### src/rtl/ilid_pkg.sv
// Shared types and constants for the indexed list engine.
// Used by ilid_cell and indexed_list_insert_delete; depends on nothing.
`default_nettype none

package ilid_pkg;

  localparam int LIST_DEPTH_DEF = 1024;
  localparam int POS_W          = 11;
  localparam int VAL_W          = 32;

  typedef logic [1:0] op_t;

  localparam op_t OP_INSERT = 2'd0;
  localparam op_t OP_DELETE = 2'd1;
  localparam op_t OP_APPEND = 2'd2;
  localparam op_t OP_READ   = 2'd3;

  localparam logic STATUS_OK  = 1'b0;
  localparam logic STATUS_ERR = 1'b1;

  typedef struct packed {
    op_t                      operation;
    logic [POS_W-1:0]         position;
    logic signed [VAL_W-1:0]  item_value;
  } in_beat_t;

  typedef struct packed {
    logic                     status;
    logic signed [VAL_W-1:0]  read_value;
    logic [POS_W-1:0]         list_length;
  } out_beat_t;

  // Broadcast to every cell; the cell's own index decides what it does.
  typedef struct packed {
    logic              wr;
    logic              ins;
    logic              rd_load;
    logic              rd_shift;
    logic [VAL_W-1:0]  value;
  } cell_cmd_t;

endpackage

`default_nettype wire

### src/rtl/ilid_cell.sv
// One list cell: holds one entry and one read-chain stage.
// Depends on ilid_pkg; instantiated in a row by indexed_list_insert_delete.
`default_nettype none

module ilid_cell #(
  parameter int CNT_W = 11,
  parameter int IDX   = 0
) (
  input  logic                     clk,
  input  ilid_pkg::cell_cmd_t      cmd,
  input  logic [CNT_W-1:0]         k,
  input  logic [ilid_pkg::VAL_W-1:0] left_entry,
  input  logic [ilid_pkg::VAL_W-1:0] right_entry,
  input  logic [ilid_pkg::VAL_W-1:0] right_rd,
  output logic [ilid_pkg::VAL_W-1:0] entry,
  output logic [ilid_pkg::VAL_W-1:0] rd
);
  import ilid_pkg::*;

  localparam logic [CNT_W-1:0] MY_IDX = CNT_W'(IDX);

  logic [VAL_W-1:0] entry_r, entry_nxt;
  logic [VAL_W-1:0] rd_r, rd_nxt;
  logic             at_k;
  logic             past_k;

  assign at_k   = (MY_IDX == k);
  assign past_k = (MY_IDX > k);

  always_comb begin
    entry_nxt = entry_r;
    if (cmd.wr) begin
      if (cmd.ins) begin
        if (at_k) begin
          entry_nxt = cmd.value;
        end else if (past_k) begin
          entry_nxt = left_entry;
        end
      end else if (at_k || past_k) begin
        entry_nxt = right_entry;
      end
    end
  end

  always_comb begin
    rd_nxt = rd_r;
    if (cmd.rd_load) begin
      rd_nxt = entry_r;
    end else if (cmd.rd_shift) begin
      rd_nxt = right_rd;
    end
  end

  always_ff @(posedge clk) begin
    entry_r <= entry_nxt;
    rd_r    <= rd_nxt;
  end

  assign entry = entry_r;
  assign rd    = rd_r;

endmodule

`default_nettype wire

### config.mk
export PLATFORM = sky130hd
export DESIGN_NAME = ilid_cell
export DESIGN_NICKNAME = d
export VERILOG_FILES = /design/src/rtl/ilid_pkg.sv /design/src/rtl/ilid_cell.sv
export SDC_FILE = /design/constraint.sdc
export NUM_CORES = 1
export LEC_CHECK = 0
export BUFFER_PORTS_ARGS = -buffer_cell sky130_fd_sc_hd__buf_2
export CAP_MARGIN = 20
export CORE_MARGIN = 2
export CORE_UTILIZATION = 40
export DETAILED_ROUTE_END_ITERATION = 12
export PLACE_DENSITY = 0.8
export SLEW_MARGIN = 0
export SYNTH_ARGS = -nofsm -noshare
export SYNTH_HDL_FRONTEND = slang
export SYNTH_SLANG_ARGS = --single-unit
### constraint.sdc
create_clock -name clk -period 10.5 [get_ports clk]
set_input_delay 0.525 -clock clk [delete_from_list [all_inputs] [get_ports clk]]
set_output_delay 0.525 -clock clk [all_outputs]
set_load 0.02 [all_outputs]
==> results.py <==
metrics = {
    "clocking": {
        "ctsHoldBuffers": 0,
        "clkTransAtPathRegs_ns": 0.07,
        "h-tree-depth": 3,
        "cts_resized": 0,
        "clk_path_buf_depth": 2,
        "cts_inserted_buffers": 9,
        "cts_setup_buffers": 0,
        "clk_latency_ns": 0.32,
        "cts_root_buf": "clkbuf_8",
        "cts_num_sinks": 64,
        "cts_tree": "built",
    },
    "synth": {
        "synth_fa_ha_area_share_pct": 0,
        "async_reset_ff_share_pct": 0,
        "syn_area_per_cell_um2": 18.2,
        "synth_cell_types": 14,
        "synth_compound_area_share_pct": 0,
        "netlist_area_um2": 3270,
        "synth_edf_count": 64,
        "yosys.area_share.simple_pct": 2.52,
        "synthCells": 180,
        "synthFlopType": "edfxtp_1",
        "ys_ff_latch": 64,
        "synth.mux.area_fraction_pct": 36.5,
        "yosysSeqAreaShare_pct": 58.8,
        "syn-num-nets": 324,
        "synth_top_family_by_area": "multiplexers",
        "synth_xor_area_share_pct": 0,
        "yosys_warnings": 0,
    },
    "outcome": {
        "status": "finished clean",
    },
    "min_path": {
        "min_path_type": "in2reg",
        "whs_endpoint": "entry[17]$_DFFE_PP_",
        "hold_depth": 2,
        "hp-start": "cmd[17]",
    },
    "die": {
        "die_w_um": 94.4,
        "io_pins": 208,
        "start_util_pct": 41.9,
        "core_region_area_um2": 7810,
        "die_y_um": 94.4,
        "rows": 32,
        "die_area_um2": 8920,
    },
    "flow_run": {
        "drv_cap": 0,
    },
    "setup_path": {
        "crit_path_start_kind": "input port",
        "crit_family": "buffers and inverters",
        "r2r_cells": 1,
        "cp.required_ns": 10.57,
        "cp.arrival_ns": 2.65,
        "critical_path_class": "in2reg",
        "ff2ff_setup_slack_ns": 9.54,
        "crit_path_end_kind": "flop",
        "critical_path.slowest_cell": "buf_2",
        "r2r_end": "rd[30]$_DFFE_PP_",
        "crit_fanout": 33,
        "path_buf_inv": 2,
        "crit_path_cell_trace": "buf_2 > nor4b_2 > nand3_2 > buf_16 > mux2_4",
        "crit_path_max_incr_delay_ns": 0.57,
        "r2r-start": "entry[30]$_DFFE_PP_",
    },
    "route": {
        "drt_iter0_markers": 52,
        "drt_pass1_iterations": 4,
        "final_antenna_net_count": 0,
        "routed_wl_um": 8000,
        "vias_per_cell": 4.78,
        "drc": 0,
        "route.vias.total": 2371,
        "drt-wirelength-per-cell_um": 16.1,
    },
    "global_route": {
        "grt_overflow_total": 0,
        "grt_max_degree": 34,
        "grt_pass1_vias": 2448,
        "grt_pass1_wl_um": 11800,
        "antenna_found_initial": 0,
        "track_usage_pct": 17.7,
    },
    "timing": {
        "slew_violations": 0,
        "min_period_over_period_pct": 24.6,
        "fmax_mhz": 386,
        "setup_viol": 0,
        "fin_tns_setup_ns": 0,
        "fin_skew_ns": 0.0106,
        "final.setup.worst_slack_ns": 7.91,
        "fin_crit_ns": 2.59,
        "tightestPinTransition_ns": 0.797,
        "hold_viol": 0,
        "rsz0062_at_grt": "no",
        "slew-limit-headroom_pct": 46.9,
    },
    "pwr": {
        "power_leakage_nw": 2.10,
        "p_clk_share_pct": 34.0,
        "peakVddDrop_uv": 71.2,
        "net-switching-power_mw": 0.128,
        "power_density_nw_per_um2": 127,
        "power_frac_seq_pct": 50.6,
        "combPwrFrac_pct": 15.4,
        "p_int_mw": 0.453,
        "netSwitchingFraction_pct": 22.0,
        "power_mw": 0.581,
    },
    "placement": {
        "gp_congestion": 0.745,
        "hpwl_um": 6210,
        "place_ws_ns": 7.53,
        "dpl_cell_area_um2": 4400,
        "io_buffers": 207,
    },
    "final_layout": {
        "fin_area_um2": 4580,
        "nets": 533,
        "nFillCells": 667,
        "antenna_cells": 0,
        "drive_gt1_share_pct": 82.2,
        "area_delta_synth_final_pct": 40.1,
    },
}
flip-flops by register name, indices dropped and copies added, names as in the netlist:
signal,cells
entry,32
rd,32
Yosys cell counts, types with 2 or more instances:
cell type	number	area [um2]
edfxtp_1	64	1920
mux2_2	66	743
mux2_4	30	450
buf_6	3	33.8
buf_2	7	35.0
nor3_1	2	10.0
routing by layer:
| layer | track usage (%) | routed length [um] |
|---|---|---|
| met1 | 19.2 | 2940 |
| met2 | 32.4 | 4310 |
| met3 | 4.39 | 602 |
| met4 | 8.21 | 155 |
| met5 | 0 | 0 |
power by group through the flow:
stage	logic [mW]	clock network [mW]	registers, mW
global route	0.0965	0.213	0.295
CTS	0.0904	0.203	0.294
global placement	0.0871	0	0.300
finish	0.0893	0.198	0.294
detailed placement	0.0901	0	0.300
floorplan	0.0380	0	0.313
layout by cell type, fill, tap and decap left out:
| master | n |
|---|---|
| buf_16 | 1 |
| buf_2 | 207 |
| buf_4 | 1 |
| bufinv_16 | 1 |
| clkbuf_1 | 3 |
| clkbuf_8 | 9 |
| clkinv_2 | 3 |
| edfxtp_1 | 64 |
| mux2_2 | 66 |
| mux2_4 | 30 |
| nand2_1 | 1 |
| nand3_2 | 1 |
| nor3_1 | 1 |
| nor3_2 | 1 |
| nor4_1 | 1 |
| nor4_4 | 1 |
| nor4b_2 | 1 |
| or2_2 | 1 |
| or4b_2 | 1 |
area by class of cell:
| class | count | area [um2] | share of cell area (%) |
|---|---|---|---|
| clock buffers | 12 | 135 | 2.95 |
| multi-input cells | 105 | 1280 | 28.0 |
| well taps | 102 | 128 | 2.79 |
| clock inverters | 4 | 45.0 | 0.983 |
| flip-flops and latches | 64 | 1920 | 41.9 |
| repair buffers | 209 | 1070 | 23.4 |
how the worst max path moves through the flow:
stage	start	to	slack, ns	depth (start not counted)
after floorplan	k[6]	entry[0]$_DFFE_PP_	6.64	2
after global placement	cmd[34]	entry[15]$_DFFE_PP_	7.26	4
after detailed placement	cmd[34]	entry[14]$_DFFE_PP_	7.53	5
after CTS	cmd[34]	entry[14]$_DFFE_PP_	7.89	5
after global routing	cmd[34]	entry[14]$_DFFE_PP_	7.75	5
final	cmd[34]	entry[14]$_DFFE_PP_	7.91	5
metrics by stage:
| step | util (%) | hold WS (ns) | std cells |
|---|---|---|---|
| after floorplan | - | 0.717 | 180 |
| after global placement | 56.0 | 0.553 | 479 |
| after detailed placement | 56.4 | 0.564 | 480 |
| after CTS | 58.7 | 0.477 | 496 |
| after global routing | 58.7 | 0.479 | 496 |
| final | 58.7 | 0.495 | 496 |
kinds of logic (layout without fill, tap and decap cells):
kind of cell	after synthesis	after routing
buffers and inverters	11	225
muxes	96	96
DFF	64	64
and+or+nand+nor	9	9
(Power assumes the default switching activity.)
